**src/design/fskd_pkg.sv**
```systemverilog
// Shared types, constants and record assembly for the FSK run deframer.
package fskd_pkg;

	localparam int SYNC_LEN    = 20;
	localparam int FRAME_LEN   = 90;
	localparam int PAYLOAD_LEN = FRAME_LEN - SYNC_LEN;
	localparam int CELL_BITS   = 10;
	localparam int POS_W       = $clog2(PAYLOAD_LEN);
	localparam int FILL_W      = $clog2(SYNC_LEN + 1);
	localparam int SPB_W       = 8;
	localparam int SAMP_W      = 16;
	localparam int CELLS_W     = SAMP_W + 1;

	localparam logic [SYNC_LEN-1:0] SYNC_PATTERN = 20'b00000000010111111111;
	localparam logic [SPB_W-1:0]    SPB_RESET    = 8'd20;

	typedef struct packed {
		logic              run_level;
		logic [SAMP_W-1:0] run_samples;
	} run_t;

	typedef struct packed {
		logic [7:0]  record_id;
		logic [31:0] record_value;
		logic [15:0] computed_check;
		logic        check_ok;
	} rec_t;

	typedef struct packed {
		logic step;
		logic level;
	} eng_ctl_t;

	typedef struct packed {
		logic frame_done;
	} eng_sts_t;

	// oldest payload bit sits in the top bit of the vector
	function automatic logic [7:0] frame_byte(input logic [PAYLOAD_LEN-1:0] bits,
		input int j);
		logic [7:0] v;
		v = '0;
		for (int i = 0; i < 8; i++) begin
			v[i] = bits[PAYLOAD_LEN-1-(j*CELL_BITS+1+i)];
		end
		return v;
	endfunction

	function automatic rec_t make_record(input logic [PAYLOAD_LEN-1:0] bits);
		logic [7:0] b [7];
		logic [7:0] s1;
		logic [7:0] s2;
		rec_t r;
		for (int j = 0; j < 7; j++) begin
			b[j] = frame_byte(bits, j);
		end
		s1 = b[0] + b[1] + b[2] + b[3] + b[4];
		s2 = {b[0][5:0], 2'b00} + b[0] + {b[1][5:0], 2'b00} + {b[2][6:0], 1'b0} + b[2]
			+ {b[3][6:0], 1'b0} + b[4];
		r.record_id      = b[0];
		r.record_value   = {b[1], b[2], b[3], b[4]};
		r.computed_check = {s1, ~s2};
		r.check_ok       = ({s1, ~s2} == {b[5], b[6]});
		return r;
	endfunction

endpackage

```
**src/design/fskd_div.sv**
```systemverilog
// Restoring divider, one quotient bit per cycle, yields the cell count of a run.
module fskd_div (
	input  logic                           clk,
	input  logic                           arst_n,
	input  logic                           start,
	input  logic [fskd_pkg::CELLS_W-1:0]   dividend,
	input  logic [fskd_pkg::SPB_W-1:0]     divisor,
	output logic                           done,
	output logic [fskd_pkg::CELLS_W-1:0]   quotient
);
	import fskd_pkg::*;

	localparam int CNT_W = $clog2(CELLS_W);

	logic               busy_q;
	logic               done_q;
	logic [CNT_W-1:0]   cnt_q;
	logic [CELLS_W-1:0] num_q;
	logic [CELLS_W-1:0] quo_q;
	logic [SPB_W-1:0]   rem_q;
	logic [SPB_W-1:0]   dsr_q;
	logic [SPB_W:0]     trial;
	logic               ge;
	logic [SPB_W:0]     diff;

	assign trial = {rem_q, num_q[CELLS_W-1]};
	assign ge    = trial >= {1'b0, dsr_q};
	assign diff  = trial - {1'b0, dsr_q};

	always_ff @(posedge clk or negedge arst_n) begin
		if (!arst_n) begin
			busy_q <= 1'b0;
			done_q <= 1'b0;
			cnt_q  <= '0;
		end else begin
			done_q <= !start && busy_q && (cnt_q == '0);
			if (start) begin
				busy_q <= 1'b1;
				cnt_q  <= CNT_W'(CELLS_W - 1);
			end else if (busy_q) begin
				if (cnt_q == '0) begin
					busy_q <= 1'b0;
				end
				cnt_q <= cnt_q - 1'b1;
			end
		end
	end

	always_ff @(posedge clk) begin
		if (start) begin
			num_q <= dividend;
			dsr_q <= divisor;
			rem_q <= '0;
			quo_q <= '0;
		end else if (busy_q) begin
			num_q <= {num_q[CELLS_W-2:0], 1'b0};
			rem_q <= ge ? diff[SPB_W-1:0] : trial[SPB_W-1:0];
			quo_q <= {quo_q[CELLS_W-2:0], ge};
		end
	end

	assign done     = done_q;
	assign quotient = quo_q;
endmodule

```
**src/design/fskd_eng.sv**
```systemverilog
// Per-cell engine: sync history, lock detection and payload collection.
module fskd_eng (
	input  logic                               clk,
	input  logic                               arst_n,
	input  fskd_pkg::eng_ctl_t                 ctl,
	output fskd_pkg::eng_sts_t                 sts,
	output logic [fskd_pkg::PAYLOAD_LEN-1:0]   payload_next
);
	import fskd_pkg::*;

	logic [SYNC_LEN-1:0]    hist_q;
	logic [FILL_W-1:0]      fill_q;
	logic                   locked_q;
	logic [POS_W-1:0]       pos_q;
	logic [PAYLOAD_LEN-1:0] sr_q;
	logic [SYNC_LEN-1:0]    hist_n;
	logic [FILL_W-1:0]      fill_n;
	logic                   match;
	logic                   last_bit;

	assign hist_n   = {hist_q[SYNC_LEN-2:0], ctl.level};
	assign fill_n   = (fill_q < FILL_W'(SYNC_LEN)) ? fill_q + 1'b1 : fill_q;
	assign match    = (fill_n >= FILL_W'(SYNC_LEN - 1))
		&& (hist_n[SYNC_LEN-2:0] == SYNC_PATTERN[SYNC_LEN-2:0]);
	assign last_bit = (pos_q == POS_W'(PAYLOAD_LEN - 1));

	assign payload_next   = {sr_q[PAYLOAD_LEN-2:0], ctl.level};
	assign sts.frame_done = ctl.step && locked_q && last_bit;

	always_ff @(posedge clk or negedge arst_n) begin
		if (!arst_n) begin
			hist_q   <= '0;
			fill_q   <= '0;
			locked_q <= 1'b0;
			pos_q    <= '0;
		end else if (ctl.step) begin
			hist_q <= hist_n;
			fill_q <= fill_n;
			if (!locked_q) begin
				if (match) begin
					locked_q <= 1'b1;
					pos_q    <= '0;
				end
			end else if (last_bit) begin
				locked_q <= 1'b0;
				pos_q    <= '0;
			end else begin
				pos_q <= pos_q + 1'b1;
			end
		end
	end

	always_ff @(posedge clk) begin
		if (ctl.step && locked_q) begin
			sr_q <= payload_next;
		end
	end
endmodule

```
**src/design/fsk_run_deframer_8n1.sv**
```systemverilog
// Top level of the FSK run deframer: sequencer, cell register and result register.
//
//  channel  signals                      moves
//  run      run_valid/run_ready/run      one level run (run_level, run_samples)
//  rec      rec_valid/rec_ready/rec      one decoded record
//  cfg      cfg_valid/cfg_ready/cfg_data cell length in samples, always ready
//
// After the accepting edge a run holds ready low through the serial divider, the cell
// loop at one cycle per bit cell and the closing state.
// A zero cell register accepts the run with no effect.
// Reset clears history and lock and sets the cell length to 20 samples; no clearing pass.
// A record waits in its output register while the next run is worked on; only a
// second finished frame stalls, in the closing cycle, until the record is taken.
module fsk_run_deframer_8n1 (
	input  logic                            clk,
	input  logic                            arst_n,
	input  logic                            run_valid,
	output logic                            run_ready,
	input  fskd_pkg::run_t                  run,
	output logic                            rec_valid,
	input  logic                            rec_ready,
	output fskd_pkg::rec_t                  rec,
	input  logic                            cfg_valid,
	output logic                            cfg_ready,
	input  logic [fskd_pkg::SPB_W-1:0]      cfg_data
);
	import fskd_pkg::*;

	typedef enum logic [1:0] {
		S_IDLE,
		S_DIV,
		S_CELLS,
		S_FINISH
	} state_t;

	state_t                 state_q;
	logic [SPB_W-1:0]       spb_q;
	logic [CELLS_W-1:0]     cells_q;
	logic                   level_q;
	logic                   pending_q;
	logic                   rec_valid_q;
	logic [PAYLOAD_LEN-1:0] snap_q;
	rec_t                   rec_q;

	logic                   run_acc;
	logic                   div_start;
	logic [CELLS_W-1:0]     dividend;
	logic                   div_done;
	logic [CELLS_W-1:0]     quotient;
	eng_ctl_t               eng_ctl;
	eng_sts_t               eng_sts;
	logic [PAYLOAD_LEN-1:0] payload_next;
	logic                   capture;
	logic                   load;

	assign run_ready = (state_q == S_IDLE);
	assign cfg_ready = 1'b1;
	assign run_acc   = run_valid && run_ready;
	assign div_start = run_acc && (spb_q != '0);
	assign dividend  = {1'b0, run.run_samples} + CELLS_W'(spb_q >> 1);

	assign eng_ctl.step  = (state_q == S_CELLS);
	assign eng_ctl.level = level_q;
	assign capture       = eng_sts.frame_done && !pending_q;
	assign load          = (state_q == S_FINISH) && pending_q && (!rec_valid_q || rec_ready);

	fskd_div u_div (
		.clk      (clk),
		.arst_n   (arst_n),
		.start    (div_start),
		.dividend (dividend),
		.divisor  (spb_q),
		.done     (div_done),
		.quotient (quotient)
	);

	fskd_eng u_eng (
		.clk          (clk),
		.arst_n       (arst_n),
		.ctl          (eng_ctl),
		.sts          (eng_sts),
		.payload_next (payload_next)
	);

	always_ff @(posedge clk or negedge arst_n) begin
		if (!arst_n) begin
			state_q     <= S_IDLE;
			spb_q       <= SPB_RESET;
			cells_q     <= '0;
			level_q     <= 1'b0;
			pending_q   <= 1'b0;
			rec_valid_q <= 1'b0;
		end else begin
			if (cfg_valid && cfg_ready) begin
				spb_q <= cfg_data;
			end
			if (load) begin
				rec_valid_q <= 1'b1;
			end else if (rec_ready) begin
				rec_valid_q <= 1'b0;
			end
			case (state_q)
				S_IDLE: begin
					if (div_start) begin
						level_q <= run.run_level;
						state_q <= S_DIV;
					end
				end
				S_DIV: begin
					if (div_done) begin
						cells_q <= quotient;
						state_q <= (quotient == '0) ? S_FINISH : S_CELLS;
					end
				end
				S_CELLS: begin
					if (capture) begin
						pending_q <= 1'b1;
					end
					cells_q <= cells_q - 1'b1;
					if (cells_q == CELLS_W'(1)) begin
						state_q <= S_FINISH;
					end
				end
				S_FINISH: begin
					if (!pending_q) begin
						state_q <= S_IDLE;
					end else if (load) begin
						pending_q <= 1'b0;
						state_q   <= S_IDLE;
					end
				end
				default: begin
					state_q <= S_IDLE;
				end
			endcase
		end
	end

	always_ff @(posedge clk) begin
		if (capture) begin
			snap_q <= payload_next;
		end
		if (load) begin
			rec_q <= make_record(snap_q);
		end
	end

	assign rec_valid = rec_valid_q;
	assign rec       = rec_q;
endmodule

```
**config.mk**
```make
export PLATFORM = sky130hd
export DESIGN_NAME = fsk_run_deframer_8n1
export DESIGN_NICKNAME = d
export VERILOG_FILES = /design/src/design/fskd_pkg.sv /design/src/design/fskd_div.sv /design/src/design/fskd_eng.sv /design/src/design/fsk_run_deframer_8n1.sv
export SDC_FILE = /design/constraint.sdc
export NUM_CORES = 1
export LEC_CHECK = 0
export BUFFER_PORTS_ARGS = -buffer_cell sky130_fd_sc_hd__clkbuf_2
export CORE_MARGIN = 3
export CORE_UTILIZATION = 30
export DETAILED_ROUTE_END_ITERATION = 10
export SYNTH_ARGS = -nofsm -noshare
export SYNTH_HDL_FRONTEND = slang
export SYNTH_HIERARCHICAL = 1
export SYNTH_SLANG_ARGS = --single-unit
```
**constraint.sdc**
```tcl
create_clock -name clk -period 4.4 [get_ports clk]
set_clock_uncertainty 0.15 [all_clocks]
set_input_delay 0.88 -clock clk [delete_from_list [all_inputs] [get_ports clk]]
set_output_delay 0.88 -clock clk [all_outputs]
set_load 0.01 [all_outputs]
```
---- Word-level counts from Yosys, hierarchy flattened ----
Index checks and enable logic that the tools add are counted.
storage, ports and cells
  register bits after elaboration ......... 312
  bits in latches ......................... 0
  memory bits (writable) .................. 0
  ROM bits ................................ 0
  input bits .............................. 30
  output and inout bits ................... 60
  logic and storage cells ................. 113
  memories ................................ 0
operators by class
  $add $sub $neg .......................... 16
  multiply operators ...................... 0
  div/mod/pow operators ................... 0
  magnitude comparators ................... 3
  eq/ne operators ......................... 12
  shift operators ......................... 0
  multiplexer cells ....................... 30
  bitwise operators ....................... 1
  reduce and logical (&&, ||, !) cells .... 28
operators with widths
  kind                     number
  $add A8 B8 Y8            10
  $mux W17                 3
  $pmux W17 S2             1
  $mux W7                  3
  $eq A19 B11 Y1 const B   1
  $add A16 B7 Y17          1
  $eq A17 B1 Y1 const B    1
  $logic_not A17 Y1        1
  $sub A17 B1 Y17 const B  1
  $eq A16 B16 Y1           1
  $mux W5                  3
  $mux W1                  12
  $logic_and A1 B1 Y1      10
  $mux W2                  5
  $reduce_bool A2 Y1       5
  $ge A9 B8 Y1             1
  $mux W8                  1
  $not A8 Y8               1
  $pmux W2 S4              1
  $reduce_and A2 Y1        4
  $reduce_bool A8 Y1       1
  $sub A8 B8 Y8            1
  $add A7 B1 Y7 const B    1
  $eq A7 B7 Y1 const B     1
  other kinds (15)         20

---- Logic depth before layout (Yosys ltp) ----
  word-level depth ........................ 8
  gate-level depth with buffers ........... 17
  gate-level depth less buffers ........... 17

---- Hierarchy ----
Netlist, hierarchy kept.
by module, submodules not included
  module                instances  cells an instance  area an instance (um2)  seq. area each (um2)
  fsk_run_deframer_8n1  1          577                7552.2                  4146.5
  fskd_eng              1          188                3527.1                  2847.7
  fskd_div              1          228                2642.5                  1426.4

---- Least setup slack after synthesis ----
No wires, ideal clock.
  path type ............................... register to register
  start point ............................. register snap_q[25]
  end point ............................... register rec_q (netlist bit rec[0]), data pin
  setup time .............................. 0.176 ns
  arrival time ............................ 4.470 ns
  required time ........................... 4.074 ns
  path slack .............................. -0.396 ns
  cell stages (with the launch flop) ...... 16
  path buffers ............................ 0
  clock period less this slack ............ 4.796 ns
  cells stage by stage .................... edfxtp_1 -> inv_1 -> fa_1 -> inv_1 -> fa_1 -> inv_1 -> fa_1 -> fa_1 -> inv_1 -> ha_1 -> fa_1 -> xnor2_1 -> nor4_1 -> o2111ai_1 -> or4_1 -> nor4_1
on the way
  word-level cells in the longest chain between the ends .. 3
  elaborated cells between the ends (all ways) .. 4
  those cells by class .................... add/sub: 2; eq/ne: 1; bitwise: 1
RTL lines
  item                      line                         source
  start: declaration        fsk_run_deframer_8n1.sv:42   logic [PAYLOAD_LEN-1:0] snap_q;
  start signal: assignment  fsk_run_deframer_8n1.sv:141  snap_q <= payload_next;
  $add A8 B8 Y8             fskd_pkg.sv:59               + {b[3][6:0], 1'b0} + b[4];
  $not A8 Y8                fskd_pkg.sv:63               r.check_ok = ({s1, ~s2} == {b[5], b[6]});
  $eq A16 B16 Y1 (*)        fskd_pkg.sv:63
  end signal: assignment    fsk_run_deframer_8n1.sv:144  rec_q <= make_record(snap_q);
  end: declaration          fsk_run_deframer_8n1.sv:43   rec_t rec_q;
Every way passes the cells marked *; elsewhere a longest branch is shown, timed or not.
A chain may end at the register's enable or synchronous reset.

---- Worst setup path after layout ----
Ends and elaborated chain as after synthesis.

==> results.toml <==
[finish]
fillers = 4245
syn_to_final_growth_pct = 19.7
diodes = 0
design_area_sq_um = 16400
instances_no_fill = 1772
nets = 1275
post-route-util_pct = 36.7
layout-drive-gt1-share_pct = 24.6

[clocking]
cts_buffers = 31
cts_buffer_depth = 3
clock-root-buffer = "clkbuf_16"
numClockSinks = 299
hold_buffers = 0
cts.clk_slew.worst_paths_ns = 0.06
insertion_delay_ns = 0.58
cts_tree = "done"
cts-htree-levels = 1

[sta]
fin_crit_ns = 4.63
report.final.hold_viol_count = 0
slew_violations = 0
setup_ws_ns = -0.234
fmax_ghz = 0.216
max_slew_margin_pct = 33.7
fin_crit_sh_pct = 105
setup_viol = 2
tightest_slew_ns = 0.993
rsz0062_at_grt = "yes"

[critical_path]
crit_arrival_ns = 4.90
worstSetupPathType = "reg2reg"
cpMostUsedCell = "fa_1"
cp-startpoint = "snap_q[25]"
crit_path_start_kind = "flop"
crit_chain = "inv_2, fa_1, inv_2, fa_1, inv_2, fa_1, fa_1, inv_1, ha_2, fa_2, a21o_1, a21oi_2, xnor2_1, xnor2_1, xnor2_1, xor2_1, nor4_2"
critPathMaxFanout = 2
crit_required_ns = 4.67
endpoint_kind = "flop"
cp_slowest_cell = "fa_1"
worstReg2RegStart = "snap_q[25]"
slowest_delay_ns = 0.54

[global_routing]
grtUsageMet2_pct = 17.6
grt_pass1_vias = 8090
grt_start_max_net_pins = 57
antenna_found_initial = 0
top_usage_layer = "met2"
grt_pass1_wl_um = 42100
met3_usage_pct = 2.14
grt_overflow_total = 0
track_usage_pct = 10.8
use_met1_pct = 14.6

[outcome]
outcome = "finished, violations left"
violations = "setup timing"

[pwr]
peakVddDrop_uv = 264
powerDensity_nw_per_um2 = 351
p_leak_nw = 5.91

[floorplan]
die_h_um = 220
initial_core_util_pct = 30.7
die-area_sq_um = 48200
coreArea_sq_um = 44600
ioPinCount = 90
dieWidth_um = 220
placementRows = 77

[detailed_routing]
drt-initial-drc-count = 451
dr.pass1.iters = 5
drt-total-wl_um = 25400
routedWlPerCell_um = 14.3
dr_total_vias = 7932
ant_nets = 0
vias_per_cell = 4.48
route.detailed.drc = 0

[logic_synthesis]
synth_area_sq_um = 13700
synth_nets = 1111
synth_warnings = 6
avgSynthCellArea_sq_um = 13.8
synth_cells = 991

[placed_design]
placed_area_sq_um = 15300
hpwl_um = 18000
io_buffers = 88
dp_cells = 1711
place.gp.congestion = 0.792

[hold_path]
worstHoldPathType = "in2async"

[run]
cap_violations = 0
layout make-up:
| type | count | area (sq um) | share of cell area [%] |
|---|---|---|---|
| multi-input combinational | 553 | 4810 | 29.4 |
| tap | 592 | 741 | 4.52 |
| clock inverter | 11 | 135 | 0.825 |
| inverter | 116 | 435 | 2.66 |
| timing repair buffer | 154 | 948 | 5.79 |
| sequential | 299 | 8390 | 51.2 |
| clock buffer | 47 | 920 | 5.61 |
through the flow:
stage	worst slack (ns)	power, mW	hold WS (ns)	setup TNS [ns]
2_1_floorplan	-0.0606	3.11	0.250	-0.0606
3_3_place_gp	-0.257	3.16	0.252	-0.305
3_5_place_dp	-0.321	3.16	0.256	-0.404
4_1_cts	-0.286	5.85	0.158	-0.427
5_1_grt	-0.441	5.97	0.180	-0.665
6_report	-0.234	5.75	0.167	-0.274
layer usage:
layer / up-vias / wire length [um]
li1: 3844 / -
met1: 3887 / 11800
met2: 166 / 11800
met3: 35 / 1270
met4: 0 / 497
met5: - / 0
cells in the final DEF (no fill, tap or decap), types with 5 or more instances in the layout:
cell type  count
nor4_1        10
nand2b_1      13
mux2i_1       27
clkbuf_16     31
buf_4         65
o21ai_0       20
inv_1        111
nand2_1       31
nor2_1        60
a21oi_2        5
fa_1          48
a21oi_1       27
nand3_1       19
clkbuf_8       8
dfxtp_1       25
edfxtp_1     206
nand4_1        6
and3_1         6
ha_1          39
mux2_2        46
inv_2          5
a21o_1         7
clkbuf_2      87
xnor2_1       44
dfrtp_1       66
xor2_1        18
nor3_1        12
clkbuf_1       7
nor2b_1       11
o22ai_1       18
a211oi_1       6
flip-flops by register name (all words and copies together), names as in the netlist, 2 cells and up:
register        flops
u_div/dsr_q         8
u_div/cnt_q         5
u_eng/sr_q         68
u_div/quotient     17
rec                57
snap_q             56
u_eng/fill_q        5
u_eng/hist_q       18
cells_q            17
state_q             2
u_eng/pos_q         7
u_div/rem_q         8
spb_q               8
u_div/num_q        17
power breakdown:
part	internal [mW]	switching, mW
clock	1.57	1.09
sequential	2.99	0.00878
combinational	0.0466	0.0563
path summary, 6_finish.rpt:
check | slack, ns | endpoint | depth (start not counted)
worst min register to register | 0.27 | u_eng/sr_q[9] | 0
max in group asynchronous | 2.93 | u_div/busy_q | 2
worst max register to register | -0.23 | rec[0] | 17
worst min-delay path | 0.17 | cells_q[10] | 1
worst max-delay path | -0.23 | rec[0] | 17
min in group clk | 0.27 | u_eng/sr_q[9] | 0
critical path, delay by kind of cell, from the launching register on:
family,cells,cell delay (ns)
fa+ha+maj,6,2.60
compound gates,2,0.33
flops,1,0.36
xor+xnor,4,0.60
buf+inv,4,0.18
simple gates,1,0.23
repair_timing:
action,4_1_cts,5_1_grt
buffers inserted,3,1
pin swaps,5,7
setup endpoints to repair,2,3
resized for setup,4,5
Note: power is estimated with default switching activity, not from simulation.
